`config.mk`:
```
export PLATFORM = sky130hd
export DESIGN_NAME = stream_find_and_replace_flat
export DESIGN_NICKNAME = d
export VERILOG_FILES = /design/src/sfr_pkg.sv /design/src/sfr_if.sv /design/src/stream_find_and_replace.sv /design/src/sfr_front.sv /design/src/sfr_job_queue.sv /design/src/sfr_back.sv /design/src/flat_wrapper.sv
export SDC_FILE = /design/constraint.sdc
export NUM_CORES = 1
export LEC_CHECK = 0
export ABC_AREA = 1
export BUFFER_PORTS_ARGS = -buffer_cell sky130_fd_sc_hd__buf_2
export CORE_MARGIN = 2
export CORE_UTILIZATION = 50
export DETAILED_ROUTE_END_ITERATION = 12
export HOLD_SLACK_MARGIN = 0.06
export PLACE_DENSITY = 0.67
export REMOVE_ABC_BUFFERS = 1
export SLEW_MARGIN = 20
export SYNTH_ARGS = -nofsm -noshare
export SYNTH_HDL_FRONTEND = slang
export SYNTH_SLANG_ARGS = --single-unit
```
`constraint.sdc`:
```
create_clock -name clock -period 6.8 [get_ports clock]
set_input_delay 0.68 -clock clock [delete_from_list [all_inputs] [get_ports clock]]
set_output_delay 0.68 -clock clock [all_outputs]
set_load 0.05 [all_outputs]
```
`src/sfr_pkg.sv`:
```
// ----------------------------------------------------------------------------
// sfr_pkg
// shared constants, register codes and structs of the stream find-and-replace
// ----------------------------------------------------------------------------
`default_nettype none

package sfr_pkg;

   // default sizing of the top level
   localparam int MAX_FIND_DEF   = 8;
   localparam int MAX_PLACE_DEF  = 8;
   localparam int COUNT_BITS_DEF = 16;

   // fixed field widths
   localparam int BYTE_BITS    = 8;
   localparam int LEN_BITS     = 4;
   localparam int PAT_BITS     = 64;
   localparam int LIMIT_BITS   = 16;
   localparam int CSR_IDX_BITS = 3;

   // job slots cover the largest window and the largest replacement
   localparam int JOB_SLOTS = 8;

   // job queue between front and back
   localparam int QUEUE_DEPTH = 4;
   localparam int QPTR_BITS   = $clog2(QUEUE_DEPTH);
   localparam int QCNT_BITS   = $clog2(QUEUE_DEPTH + 1);

   // register indexes of the csr port
   typedef enum logic [CSR_IDX_BITS-1:0] {
      REG_FIND_PATTERN  = 3'd0,
      REG_FIND_LEN      = 3'd1,
      REG_PLACE_PATTERN = 3'd2,
      REG_PLACE_LEN     = 3'd3,
      REG_OUT_LIMIT     = 3'd4
   } csr_reg_type;

   // configuration as seen by front and back
   typedef struct packed {
      logic [PAT_BITS-1:0]   find_pattern;
      logic [LEN_BITS-1:0]   find_len;
      logic [PAT_BITS-1:0]   place_pattern;
      logic [LEN_BITS-1:0]   place_len;
      logic [LIMIT_BITS-1:0] out_limit;
   } cfg_type;

   // one job: the bytes a single input word releases, in order
   typedef struct packed {
      logic [JOB_SLOTS-1:0][BYTE_BITS-1:0] bytes;
      logic [LEN_BITS-1:0]                 count;
      logic                                last;
   } job_type;

   // head of the job queue
   typedef struct packed {
      logic    valid;
      job_type job;
   } queue_head_type;

endpackage

`default_nettype wire

```
`src/sfr_if.sv`:
```
// ----------------------------------------------------------------------------
// sfr channels
// valid/ready interfaces for text input, edited output and csr writes
// ----------------------------------------------------------------------------
`default_nettype none

interface sfr_req_if;
   logic                          valid;
   logic                          ready;
   logic [sfr_pkg::BYTE_BITS-1:0] in_byte;
   logic                          in_last;
   modport source (output valid, output in_byte, output in_last, input ready);
   modport sink (input valid, input in_byte, input in_last, output ready);
endinterface

interface sfr_rsp_if;
   logic                           valid;
   logic                           ready;
   logic [sfr_pkg::BYTE_BITS-1:0]  out_byte;
   logic                           byte_valid;
   logic                           out_last;
   logic [sfr_pkg::LIMIT_BITS-1:0] out_length;
   modport source (output valid, output out_byte, output byte_valid, output out_last,
                   output out_length, input ready);
   modport sink (input valid, input out_byte, input byte_valid, input out_last,
                 input out_length, output ready);
endinterface

interface sfr_csr_if;
   logic                             valid;
   logic                             ready;
   logic [sfr_pkg::CSR_IDX_BITS-1:0] index;
   logic [sfr_pkg::PAT_BITS-1:0]     data;
   modport source (output valid, output index, output data, input ready);
   modport sink (input valid, input index, input data, output ready);
endinterface

`default_nettype wire

```
`src/stream_find_and_replace.sv`:
```
// ----------------------------------------------------------------------------
// stream_find_and_replace
// streaming leftmost non-overlapping find-and-replace over a byte text
// ----------------------------------------------------------------------------
//
//  channel  dir  fields                                       handshake
//  req_ch   in   in_byte, in_last                             valid/ready
//  rsp_ch   out  out_byte, byte_valid, out_last, out_length   valid/ready
//  csr_ch   in   index, data                                  valid/ready (always ready)
//
//  one text word per cycle enters while the job queue has room; result words
//  leave the back one per cycle while the receiver is ready, one per byte
//  a four-job queue between front and back soaks up expansion bursts
//  a word that releases nothing and is not the final one costs no back cycle
//  a job whose bytes are all dropped by the limit is popped without a byte
//  synchronous reset clears control state; no clearing pass
`default_nettype none

module stream_find_and_replace #(
   parameter int MAX_FIND   = sfr_pkg::MAX_FIND_DEF,
   parameter int MAX_PLACE  = sfr_pkg::MAX_PLACE_DEF,
   parameter int COUNT_BITS = sfr_pkg::COUNT_BITS_DEF
) (
   input  wire logic clock,
   input  wire logic reset,
   sfr_req_if.sink   req_ch,
   sfr_rsp_if.source rsp_ch,
   sfr_csr_if.sink   csr_ch
);

   sfr_pkg::cfg_type        cfg_ff;
   sfr_pkg::job_type        job;
   sfr_pkg::queue_head_type head;
   logic                    job_push;
   logic                    job_pop;
   logic                    queue_full;
   logic                    csr_write;
   logic                    win_clear;

   assign csr_ch.ready = 1'b1;
   assign csr_write    = csr_ch.valid && csr_ch.ready;
   assign win_clear    = csr_write &&
                         (sfr_pkg::csr_reg_type'(csr_ch.index) == sfr_pkg::REG_FIND_LEN);

   // configuration registers
   always_ff @(posedge clock) begin
      if (reset) begin
         cfg_ff.find_pattern  <= '0;
         cfg_ff.find_len      <= sfr_pkg::LEN_BITS'(1);
         cfg_ff.place_pattern <= '0;
         cfg_ff.place_len     <= '0;
         cfg_ff.out_limit     <= '1;
      end else if (csr_write) begin
         unique case (sfr_pkg::csr_reg_type'(csr_ch.index))
            sfr_pkg::REG_FIND_PATTERN: begin
               cfg_ff.find_pattern <= csr_ch.data;
            end
            sfr_pkg::REG_FIND_LEN: begin
               cfg_ff.find_len <= csr_ch.data[sfr_pkg::LEN_BITS-1:0];
            end
            sfr_pkg::REG_PLACE_PATTERN: begin
               cfg_ff.place_pattern <= csr_ch.data;
            end
            sfr_pkg::REG_PLACE_LEN: begin
               cfg_ff.place_len <= csr_ch.data[sfr_pkg::LEN_BITS-1:0];
            end
            sfr_pkg::REG_OUT_LIMIT: begin
               cfg_ff.out_limit <= csr_ch.data[sfr_pkg::LIMIT_BITS-1:0];
            end
            default: begin
            end
         endcase
      end
   end

   // window and classification
   sfr_front #(
      .MAX_FIND  (MAX_FIND),
      .MAX_PLACE (MAX_PLACE)
   ) u_front (
      .clock      (clock),
      .reset      (reset),
      .req_ch     (req_ch),
      .cfg        (cfg_ff),
      .win_clear  (win_clear),
      .queue_full (queue_full),
      .job_push   (job_push),
      .job        (job)
   );

   // job queue
   sfr_job_queue u_queue (
      .clock    (clock),
      .reset    (reset),
      .push     (job_push),
      .push_job (job),
      .pop      (job_pop),
      .full     (queue_full),
      .head     (head)
   );

   // emission and output limit
   sfr_back #(
      .COUNT_BITS (COUNT_BITS)
   ) u_back (
      .clock     (clock),
      .reset     (reset),
      .head      (head),
      .out_limit (cfg_ff.out_limit),
      .pop       (job_pop),
      .rsp_ch    (rsp_ch)
   );

   // a bare end marker only ever closes a text
   assert property (@(posedge clock) disable iff (reset)
      rsp_ch.valid && !rsp_ch.byte_valid |-> rsp_ch.out_last)
      else $error("bare marker without out_last");

   // length is only carried on the final word
   assert property (@(posedge clock) disable iff (reset)
      rsp_ch.valid && !rsp_ch.out_last |-> rsp_ch.out_length == '0)
      else $error("out_length set on a non-final word");

   // a final byte counts itself, so the total cannot be zero
   assert property (@(posedge clock) disable iff (reset)
      rsp_ch.valid && rsp_ch.byte_valid && rsp_ch.out_last |-> rsp_ch.out_length != '0)
      else $error("final byte with zero length");

   // no job is written into a full queue
   assert property (@(posedge clock) disable iff (reset)
      job_push |-> !queue_full)
      else $error("job pushed into full queue");

endmodule

`default_nettype wire

```
`src/sfr_front.sv`:
```
// ----------------------------------------------------------------------------
// sfr_front
// takes text words, keeps the match window and turns each word into a job
// ----------------------------------------------------------------------------
`default_nettype none

module sfr_front #(
   parameter int MAX_FIND  = sfr_pkg::MAX_FIND_DEF,
   parameter int MAX_PLACE = sfr_pkg::MAX_PLACE_DEF
) (
   input  wire logic             clock,
   input  wire logic             reset,
   sfr_req_if.sink               req_ch,
   input  wire sfr_pkg::cfg_type cfg,
   input  wire logic             win_clear,
   input  wire logic             queue_full,
   output logic                  job_push,
   output sfr_pkg::job_type      job
);

   localparam int LB = sfr_pkg::LEN_BITS;
   localparam int BB = sfr_pkg::BYTE_BITS;

   logic [BB-1:0] win_ff [MAX_FIND];
   logic [BB-1:0] win_in [MAX_FIND];
   logic [BB-1:0] cur    [MAX_FIND];
   logic [LB-1:0] fill_ff;
   logic [LB-1:0] fill_in;
   logic [LB-1:0] fill_eff;
   logic [LB-1:0] fill_next;
   logic [LB-1:0] flen;
   logic [LB-1:0] plen;
   logic          full;
   logic          match;
   logic          accept;

   assign req_ch.ready = !queue_full;
   assign accept       = req_ch.valid && req_ch.ready;

   // clamp the lengths to what the block supports
   always_comb begin
      if (cfg.find_len == '0) begin
         flen = LB'(1);
      end else if (cfg.find_len > LB'(MAX_FIND)) begin
         flen = LB'(MAX_FIND);
      end else begin
         flen = cfg.find_len;
      end
      if (cfg.place_len > LB'(MAX_PLACE)) begin
         plen = LB'(MAX_PLACE);
      end else begin
         plen = cfg.place_len;
      end
   end

   // window with the new word dropped in, and the pattern compare
   always_comb begin
      fill_eff  = (fill_ff >= flen) ? '0 : fill_ff;
      fill_next = fill_eff + LB'(1);
      full      = (fill_next == flen);
      match     = 1'b1;
      for (int i = 0; i < MAX_FIND; i++) begin
         cur[i] = (LB'(i) == fill_eff) ? req_ch.in_byte : win_ff[i];
         if (LB'(i) < flen && cur[i] != cfg.find_pattern[BB*i +: BB]) begin
            match = 1'b0;
         end
      end
   end

   // classify the word into a job and the next window
   always_comb begin
      job.last = req_ch.in_last;
      for (int i = 0; i < sfr_pkg::JOB_SLOTS; i++) begin
         job.bytes[i] = (full && match) ? cfg.place_pattern[BB*i +: BB] : '0;
      end
      for (int i = 0; i < MAX_FIND; i++) begin
         if (!(full && match)) begin
            job.bytes[i] = cur[i];
         end
      end
      for (int i = 0; i < MAX_FIND; i++) begin
         win_in[i] = cur[i];
      end
      if (full && match) begin
         job.count = plen;
         fill_in   = '0;
      end else if (full) begin
         // oldest byte out, window slides by one; a final word releases the whole window
         job.count = req_ch.in_last ? flen : LB'(1);
         fill_in   = req_ch.in_last ? '0 : flen - LB'(1);
         for (int i = 0; i < MAX_FIND - 1; i++) begin
            win_in[i] = cur[i + 1];
         end
      end else begin
         job.count = req_ch.in_last ? fill_next : '0;
         fill_in   = req_ch.in_last ? '0 : fill_next;
      end
      job_push = accept && (job.count != '0 || req_ch.in_last);
   end

   // fill level
   always_ff @(posedge clock) begin
      if (reset) begin
         fill_ff <= '0;
      end else if (win_clear) begin
         fill_ff <= '0;
      end else if (accept) begin
         fill_ff <= fill_in;
      end
   end

   // window bytes
   always_ff @(posedge clock) begin
      if (accept) begin
         win_ff <= win_in;
      end
   end

endmodule

`default_nettype wire

```
`src/sfr_job_queue.sv`:
```
// ----------------------------------------------------------------------------
// sfr_job_queue
// short fifo of jobs between the front and the back
// ----------------------------------------------------------------------------
`default_nettype none

module sfr_job_queue (
   input  wire logic             clock,
   input  wire logic             reset,
   input  wire logic             push,
   input  wire sfr_pkg::job_type push_job,
   input  wire logic             pop,
   output logic                  full,
   output sfr_pkg::queue_head_type head
);

   localparam int PB = sfr_pkg::QPTR_BITS;
   localparam int CB = sfr_pkg::QCNT_BITS;

   sfr_pkg::job_type slot_ff [sfr_pkg::QUEUE_DEPTH];
   logic [PB-1:0]    wr_ptr_ff;
   logic [PB-1:0]    rd_ptr_ff;
   logic [CB-1:0]    cnt_ff;
   logic             do_pop;

   assign full       = (cnt_ff == CB'(sfr_pkg::QUEUE_DEPTH));
   assign head.valid = (cnt_ff != '0);
   assign head.job   = slot_ff[rd_ptr_ff];
   assign do_pop     = pop && head.valid;

   // pointers and fill count
   always_ff @(posedge clock) begin
      if (reset) begin
         wr_ptr_ff <= '0;
         rd_ptr_ff <= '0;
         cnt_ff    <= '0;
      end else begin
         if (push) begin
            wr_ptr_ff <= wr_ptr_ff + PB'(1);
         end
         if (do_pop) begin
            rd_ptr_ff <= rd_ptr_ff + PB'(1);
         end
         if (push && !do_pop) begin
            cnt_ff <= cnt_ff + CB'(1);
         end else if (!push && do_pop) begin
            cnt_ff <= cnt_ff - CB'(1);
         end
      end
   end

   // job storage
   always_ff @(posedge clock) begin
      if (push) begin
         slot_ff[wr_ptr_ff] <= push_job;
      end
   end

endmodule

`default_nettype wire

```
`src/sfr_back.sv`:
```
// ----------------------------------------------------------------------------
// sfr_back
// walks the job bytes, applies the output limit and drives the result register
// ----------------------------------------------------------------------------
`default_nettype none

module sfr_back #(
   parameter int COUNT_BITS = sfr_pkg::COUNT_BITS_DEF
) (
   input  wire logic                    clock,
   input  wire logic                    reset,
   input  wire sfr_pkg::queue_head_type head,
   input  wire logic [sfr_pkg::LIMIT_BITS-1:0] out_limit,
   output logic                         pop,
   sfr_rsp_if.source                    rsp_ch
);

   localparam int LB = sfr_pkg::LEN_BITS;
   localparam int BB = sfr_pkg::BYTE_BITS;
   localparam logic [32:0] COUNT_MAX = (33'd1 << COUNT_BITS) - 33'd1;

   logic [LB-1:0]         idx_ff;
   logic [LB-1:0]         idx_in;
   logic [COUNT_BITS-1:0] count_ff;
   logic [COUNT_BITS-1:0] count_in;
   logic [COUNT_BITS-1:0] count_inc;
   logic [31:0]           count32;
   logic [31:0]           inc32;
   logic [31:0]           limit32;
   logic [31:0]           len32;
   logic                  advance;
   logic                  room_ok;
   logic                  one_left;
   logic                  more;
   logic                  final_byte;

   logic                            valid_ff,  valid_in;
   logic [BB-1:0]                   byte_ff,   byte_in;
   logic                            bvalid_ff, bvalid_in;
   logic                            last_ff,   last_in;
   logic [sfr_pkg::LIMIT_BITS-1:0]  length_ff, length_in;

   assign advance   = !valid_ff || rsp_ch.ready;
   assign count_inc = count_ff + COUNT_BITS'(1);
   assign count32   = 32'(count_ff);
   assign inc32     = count32 + 32'd1;
   assign limit32   = 32'(out_limit);

   // limit check: room for this byte, and whether it is the last that fits
   assign room_ok  = (count32 < limit32) && (count32 < COUNT_MAX[31:0]);
   assign one_left = (inc32 >= limit32) || (inc32 >= COUNT_MAX[31:0]);
   assign more     = (idx_ff < head.job.count);

   // step through the head job
   always_comb begin
      pop        = 1'b0;
      idx_in     = idx_ff;
      count_in   = count_ff;
      final_byte = 1'b0;
      valid_in   = valid_ff && !rsp_ch.ready;
      byte_in    = byte_ff;
      bvalid_in  = bvalid_ff;
      last_in    = last_ff;
      length_in  = length_ff;
      len32      = 32'(count_inc);
      if (head.valid && advance) begin
         if (more && room_ok) begin
            final_byte = (idx_ff + LB'(1) == head.job.count) || one_left;
            valid_in   = 1'b1;
            byte_in    = head.job.bytes[idx_ff[2:0]];
            bvalid_in  = 1'b1;
            last_in    = head.job.last && final_byte;
            length_in  = (head.job.last && final_byte) ? len32[15:0] : '0;
            count_in   = (head.job.last && final_byte) ? '0 : count_inc;
            pop        = final_byte;
            idx_in     = final_byte ? '0 : idx_ff + LB'(1);
         end else begin
            // nothing left to emit: bare end marker on the final word
            pop    = 1'b1;
            idx_in = '0;
            if (head.job.last) begin
               len32     = count32;
               valid_in  = 1'b1;
               byte_in   = '0;
               bvalid_in = 1'b0;
               last_in   = 1'b1;
               length_in = len32[15:0];
               count_in  = '0;
            end
         end
      end
   end

   // control state
   always_ff @(posedge clock) begin
      if (reset) begin
         valid_ff <= 1'b0;
         idx_ff   <= '0;
         count_ff <= '0;
      end else begin
         valid_ff <= valid_in;
         idx_ff   <= idx_in;
         count_ff <= count_in;
      end
   end

   // result word register
   always_ff @(posedge clock) begin
      byte_ff   <= byte_in;
      bvalid_ff <= bvalid_in;
      last_ff   <= last_in;
      length_ff <= length_in;
   end

   assign rsp_ch.valid      = valid_ff;
   assign rsp_ch.out_byte   = byte_ff;
   assign rsp_ch.byte_valid = bvalid_ff;
   assign rsp_ch.out_last   = last_ff;
   assign rsp_ch.out_length = length_ff;

endmodule

`default_nettype wire

```
`src/flat_wrapper.sv`:
```
// flat-port wrapper written by rule: the top's interface ports become plain ports
module stream_find_and_replace_flat 
#(
   parameter int MAX_FIND   = sfr_pkg::MAX_FIND_DEF,
   parameter int MAX_PLACE  = sfr_pkg::MAX_PLACE_DEF,
   parameter int COUNT_BITS = sfr_pkg::COUNT_BITS_DEF
)
  (clock, reset, req_ch_valid, req_ch_in_byte, req_ch_in_last, req_ch_ready, rsp_ch_valid, rsp_ch_out_byte, rsp_ch_byte_valid, rsp_ch_out_last, rsp_ch_out_length, rsp_ch_ready, csr_ch_valid, csr_ch_index, csr_ch_data, csr_ch_ready);
  sfr_req_if req_ch_i ();
  sfr_rsp_if rsp_ch_i ();
  sfr_csr_if csr_ch_i ();
  input  wire logic clock;
  input  wire logic reset;
  input wire logic [$bits(req_ch_i.valid)-1:0] req_ch_valid;
  input wire logic [$bits(req_ch_i.in_byte)-1:0] req_ch_in_byte;
  input wire logic [$bits(req_ch_i.in_last)-1:0] req_ch_in_last;
  output wire logic [$bits(req_ch_i.ready)-1:0] req_ch_ready;
  output wire logic [$bits(rsp_ch_i.valid)-1:0] rsp_ch_valid;
  output wire logic [$bits(rsp_ch_i.out_byte)-1:0] rsp_ch_out_byte;
  output wire logic [$bits(rsp_ch_i.byte_valid)-1:0] rsp_ch_byte_valid;
  output wire logic [$bits(rsp_ch_i.out_last)-1:0] rsp_ch_out_last;
  output wire logic [$bits(rsp_ch_i.out_length)-1:0] rsp_ch_out_length;
  input wire logic [$bits(rsp_ch_i.ready)-1:0] rsp_ch_ready;
  input wire logic [$bits(csr_ch_i.valid)-1:0] csr_ch_valid;
  input wire logic [$bits(csr_ch_i.index)-1:0] csr_ch_index;
  input wire logic [$bits(csr_ch_i.data)-1:0] csr_ch_data;
  output wire logic [$bits(csr_ch_i.ready)-1:0] csr_ch_ready;
  assign req_ch_i.valid = req_ch_valid;
  assign req_ch_i.in_byte = req_ch_in_byte;
  assign req_ch_i.in_last = req_ch_in_last;
  assign req_ch_ready = req_ch_i.ready;
  assign rsp_ch_valid = rsp_ch_i.valid;
  assign rsp_ch_out_byte = rsp_ch_i.out_byte;
  assign rsp_ch_byte_valid = rsp_ch_i.byte_valid;
  assign rsp_ch_out_last = rsp_ch_i.out_last;
  assign rsp_ch_out_length = rsp_ch_i.out_length;
  assign rsp_ch_i.ready = rsp_ch_ready;
  assign csr_ch_i.valid = csr_ch_valid;
  assign csr_ch_i.index = csr_ch_index;
  assign csr_ch_i.data = csr_ch_data;
  assign csr_ch_ready = csr_ch_i.ready;
  stream_find_and_replace #(.MAX_FIND(MAX_FIND), .MAX_PLACE(MAX_PLACE), .COUNT_BITS(COUNT_BITS)) u_core (.clock(clock), .reset(reset), .req_ch(req_ch_i), .rsp_ch(rsp_ch_i), .csr_ch(csr_ch_i));
endmodule
```
; Yosys cells after proc, flatten, opt, wreduce, memory -nomap -nowiden
; Memories as Yosys holds them, arrays and structs flattened. A register that Yosys moved wholly into a read port is not among the register bits.
; Index checks and enable logic that the tools add are counted.
[op_classes]
n_addsub = 9
order_cmp = 17
n_eq_ne = 22
mux = 64
n_reduce_logical = 43
[op_table]
columns = op, n
row1 = two-way mux 8 bit, 19
row2 = two-way mux 56 bit, 2
row3 = two-way mux 16 bit, 6
row4 = != test 8 bit, 8
row5 = two-way mux 4 bit, 14
row6 = binary-select mux 8 bit (select 3 bit), 1
row7 = logical AND 1 bit, 20
row8 = two-way mux 1 bit, 18
row9 = "adder 16 x 1 -> 17 bit, second input constant", 1
row10 = >= comparator 17 x 16 -> 1 bit, 1
row11 = ">= comparator 17 x 16 -> 1 bit, second input constant", 1
row12 = "adder 16 x 1 -> 16 bit, second input constant", 1
row13 = "== test 3 x 4 -> 1 bit, first input constant", 4
row14 = < comparator 16 bit, 1
row15 = "< comparator 16 bit, second input constant", 1
row16 = "< comparator 3 x 4 -> 1 bit, first input constant", 4
row17 = AND reduction 2 bit, 6
row18 = "adder 4 x 1 -> 4 bit, second input constant", 2
row19 = "== test 2 x 4 -> 1 bit, first input constant", 2
row20 = == test 4 bit, 2
row21 = "> comparator 4 bit, second input constant", 2
row22 = logical NOT 4 bit, 2
row23 = "< comparator 1 x 4 -> 1 bit, first input constant", 2
row24 = "< comparator 2 x 4 -> 1 bit, first input constant", 2
row25 = other kinds (20), 33
[word_totals]
register_bits = 274
mem_bits_rw = 276
out_inout_bits = 29
memories = 1
[mem_list]
columns = name, depth, word_bits, read_ports, rd_ports_with_merged_regs, write_ports, line_no
row1 = u_core.u_queue.slot_ff, 4, 69, 1, 1, 1, sfr_job_queue.sv:20  ; sfr_pkg::job_type slot_ff [sfr_pkg::QUEUE_DEPTH];

; Depth between registers and ports, before layout
[logic_depth]
depth_word = 26
ltp_mapped = 40

; Hierarchy
; Synthesis repeated with hierarchy kept, for this count alone.
[unflattened]
hier_cells = 3296
hier_area_um2 = 27515.1
[by_module_without_submodules]
columns = module, instances, cells_per_inst, area_per_inst_um2, seq_area_each_um2
row1 = sfr_job_queue, 1, 730, 10700.3, 8468.1
row2 = sfr_front, 1, 1137, 6746.5, 2001.9
row3 = stream_find_and_replace, 1, 889, 6193.4, 3042.9
row4 = sfr_back, 1, 540, 3875.0, 1201.2

; Worst setup path before layout
; OpenSTA, ideal clock, no wires.
[synth_path]
path_type = register to register
startpoint = register u_core.cfg_ff[85] (netlist bit)
endpoint = memory u_core.u_queue.slot_ff[0][0] (netlist bit) (enable)
t_arrival_ps = 6452
required_time_ps = 6303
setup_slack_ps = -148
stages_incl_launch_ff = 28
path_buffers = 1
cell_sequence = dfxtp_1 > nor2_1 > nand2_1 > a21oi_1 > ha_1 > nand2_1 > inv_1 > nand2_2 > nand3_1 > nor2_1 > ha_1 > clkbuf_1 > nand3_2 > nand2_1 > nand3_1 > nand2_1 > nand2_1 > nor2_1 > nand2_1 > nand2_1 > nand3_1 > nor2_4 > nand4_1 > nand2_1 > nor2_1 > nand2_1 > nand2_1 > nor2_1
[synth_rtl]
columns = element, line_no
row1 = start: declaration, stream_find_and_replace.sv:31  ; sfr_pkg::cfg_type cfg_ff;
row2 = end: declaration, sfr_job_queue.sv:20

==> metrics.yaml <==
logic_synthesis:
  avgSynthCellArea_um2: 8.85
  ys_seq_elements: 552
  synth_most_common_cell: "nand2_1"
  synth.area.top_cells: "edfxtp_1 (43%), dfxtp_1 (14%), nand2_1 (7.2%)"
  netlist_area_um2: 25900
  async_reset_ff_share_pct: 0
  netlist.area_leader.share_pct: 42.5
  yosysTopAreaCell: "edfxtp_1"
  synth_edf_count: 366
  syn_inst: 2920
  seq_area_frac_synth_pct: 56.9
  ys_types: 49
  ys.flop_type: "edfxtp_1"
  synth_warnings: 0
  yosys-top-cells-count: "nand2_1 (498), nor2_1 (448), edfxtp_1 (366)"
timing:
  worst_pin_slew_ns: 1.01
  min_period_ns: 5.98
  finalCritPeriodShare_pct: 88.0
  fin_hold_ws_ns: 0.302
  slew_headroom_pct: 32.6
  fin_skew_ns: 0.0272
  drv_slew: 0
  clock.fmax_mhz: 167
  hold_violations: 0
  final-setup-viol-count: 0
  rsz0062_at_grt: "no"
floorplanning:
  coreArea_um2: 51200
  initial_utilization_pct: 50.5
  die_w_um: 231
  num_io_pins: 110
  dieArea_um2: 53500
  die_h_um: 231
  num_rows: 83
power_and_ir_drop:
  swShare_pct: 35.1
  intPower_uw: 7080
  switchingPower_uw: 3830
  power_density_nw_per_um2: 377
  sequentialPowerShare_pct: 42.2
  clock_power_share_pct: 29.6
  vdd_drop_max_v: 0.000226
  pwr-share-comb_pct: 28.3
  p_leak_uw: 0.0118
  power_uw: 10900
critical_path:
  cp.arrival_ns: 6.46
  critPathBufInv: 4
  max_stage_delay_ns: 0.48
  crit_required_ns: 7.28
  critPathMaxFanout: 21
  startpoint_type: "flop"
  critical_path_class: "reg -> reg"
  worstSetupEndpointType: "flop"
  reg2reg_slack_ns: 0.82
  cp_common_cell: "nand2_1"
  cp_slowest_cell: "a21oi_1"
  cpLargestDelayFamily: "simple AND/OR/NAND/NOR gates"
clocking:
  cts_max_level: 2
  cts-hold-fix-buffers: 0
  post_cts.repair.setup_buffers: 0
  cts_tree: "built"
  clk_latency_ns: 0.61
  clockBufferDepth: 3
  clock-root-buffer: "clkbuf_16"
  cts_buffers: 57
  cts_resized: 0
  cts.clk_slew.worst_paths_ns: 0.06
  cts_sinks: 552
place:
  portBuffers: 108
  hpwl_mm: 48.8
  gp_congestion: 0.890
global_routing:
  use_met2_pct: 45.8
  grt_busiest_layer: "met2"
  antenna_found_initial: 0
  grt_overflow: 0
  grt_pass1_vias: 20136
  grt_pass1_wl_mm: 114
  grt_usage_pct: 27.6
  grt_start_max_net_pins: 100
  grtUsageMet3_pct: 4.08
  grt_use_met1_pct: 36.9
detailed_routing:
  dr_total_vias: 21302
  vias_per_cell: 5.77
  drt_wl_total_mm: 74.8
  drt_iter0_drc: 2215
  drc: 0
  ant_nets: 0
  dr.pass1.iters: 5
  post_drt_wl_per_cell_um: 20.2
run_status:
  outcome: "finished clean"
final_layout:
  drive_gt1_share_pct: 8.89
  nFillCells: 4460
  final_nets: 3100
  area_delta_synth_final_pct: 11.9
run:
  max_cap_violations: 0
min_path:
  hold_class: "in -> reg"
## worst min-delay path: cells and delay by family
kind,cells,cell delay (ns)
buffers and inverters,1,0.09
AND/OR/NAND/NOR,2,0.12
## metal layers
metal,share of wire [%],wire (um)
met5,0,0
met4,2.9,2140
met3,7.2,5370
met2,48,35700
met1,42,31500
## cells by family (layout without fill, tap and decap cells)
family                     Yosys count  count (layout)  share of synthesized area, %
buffers and inverters              423             516                          6.35
adders and majority gates           54              54                          2.64
DFF                                552             552                          56.9
xor gates and xnor gates            21              21                         0.711
AOI/OAI and AO/OA                  669             669                          14.3
and+or+nand+nor                   1200            1200                          19.1
other                                1               2                        0.0145
## final cells by class
cell class | count | area, um2 | share of cell area [%]
flip-flops and latches | 552 | 14700 | 50.9
multi-input cells | 1945 | 9560 | 33.1
clock buffers | 85 | 1700 | 5.86
inverters | 264 | 996 | 3.44
well taps | 680 | 851 | 2.94
repair buffers | 145 | 843 | 2.92
clock inverters | 22 | 258 | 0.891
diodes | 1 | 2.50 | 0.00865
## cells in the final DEF, fill, tap and decap left out, types with 10 or more instances in the layout
cell type	count
xor2_1	19
nor3_1	12
buf_4	35
nand2_1	497
a21oi_1	172
o221ai_1	25
o21ai_0	353
dfxtp_1	184
ha_1	53
a31oi_1	16
edfxtp_1	366
nand3_1	203
o22ai_1	52
clkbuf_16	60
nor2_1	442
o211ai_1	25
nand4_1	11
inv_1	251
clkbuf_8	10
clkbuf_1	15
buf_2	108
## registers in the layout (all words and copies together), names as in the netlist, named ones only
| signal | flops |
|---|---|
| u_core.u_back.count_ff | 16 |
| u_core.u_front.fill_ff | 4 |
| u_core.u_queue.rd_ptr_ff | 2 |
| u_core.u_back.rsp_ch.byte_valid | 1 |
| u_core.u_queue.cnt_ff | 3 |
| u_core.u_back.rsp_ch.out_last | 1 |
| u_core.u_front.win_ff | 64 |
| u_core.u_queue.wr_ptr_ff | 2 |
| u_core.u_back.rsp_ch.out_length | 16 |
| u_core.u_back.rsp_ch.out_byte | 8 |
| u_core.cfg_ff | 152 |
| u_core.u_queue.slot_ff | 276 |
| u_core.u_back.idx_ff | 4 |
| u_core.u_back.rsp_ch.valid | 1 |
## path summary, 6_finish.rpt
path | startpoint | end | cells after the start
worst max-delay path | u_core.cfg_ff[85]$_SDFFE_PP0P_ | u_core.u_queue.cnt_ff[2]$_SDFFE_PP0P_ | 36
worst min register to register | u_core.cfg_ff[18]$_SDFFE_PP0P_ | u_core.cfg_ff[18]$_SDFFE_PP0P_ | 2
worst min-delay path | csr_ch_data[42] | u_core.cfg_ff[62]$_SDFFE_PP0P_ | 3
worst max register to register | u_core.cfg_ff[85]$_SDFFE_PP0P_ | u_core.u_queue.cnt_ff[2]$_SDFFE_PP0P_ | 36
## per-stage QoR
| step | TNS, ns | instance area (um2) | cells | worst slack, ns | util (%) |
|---|---|---|---|---|---|
| after floorplan | -421.63 | 25200 | 2761 | -1.63 | - |
| final | 0 | 28900 | 3694 | 0.815 | 56.5 |
| after CTS | 0 | 28900 | 3693 | 0.878 | 56.5 |
| after detailed placement | 0 | 27000 | 3586 | 0.879 | 52.7 |
| after global placement | 0 | 27000 | 3586 | 0.981 | 52.7 |
| after global routing | 0 | 28900 | 3693 | 0.263 | 56.5 |
## power groups by stage
stage                     combinational, uW  clock (uW)  sequential [uW]
after floorplan                        1970           0             5020
after global placement                 2980           0             4650
after detailed placement               3050           0             4660
after CTS                              3060        3260             4600
after global routing                   3370        3400             4650
final                                  3080        3230             4600
Note: power is estimated with default switching activity, not from simulation.
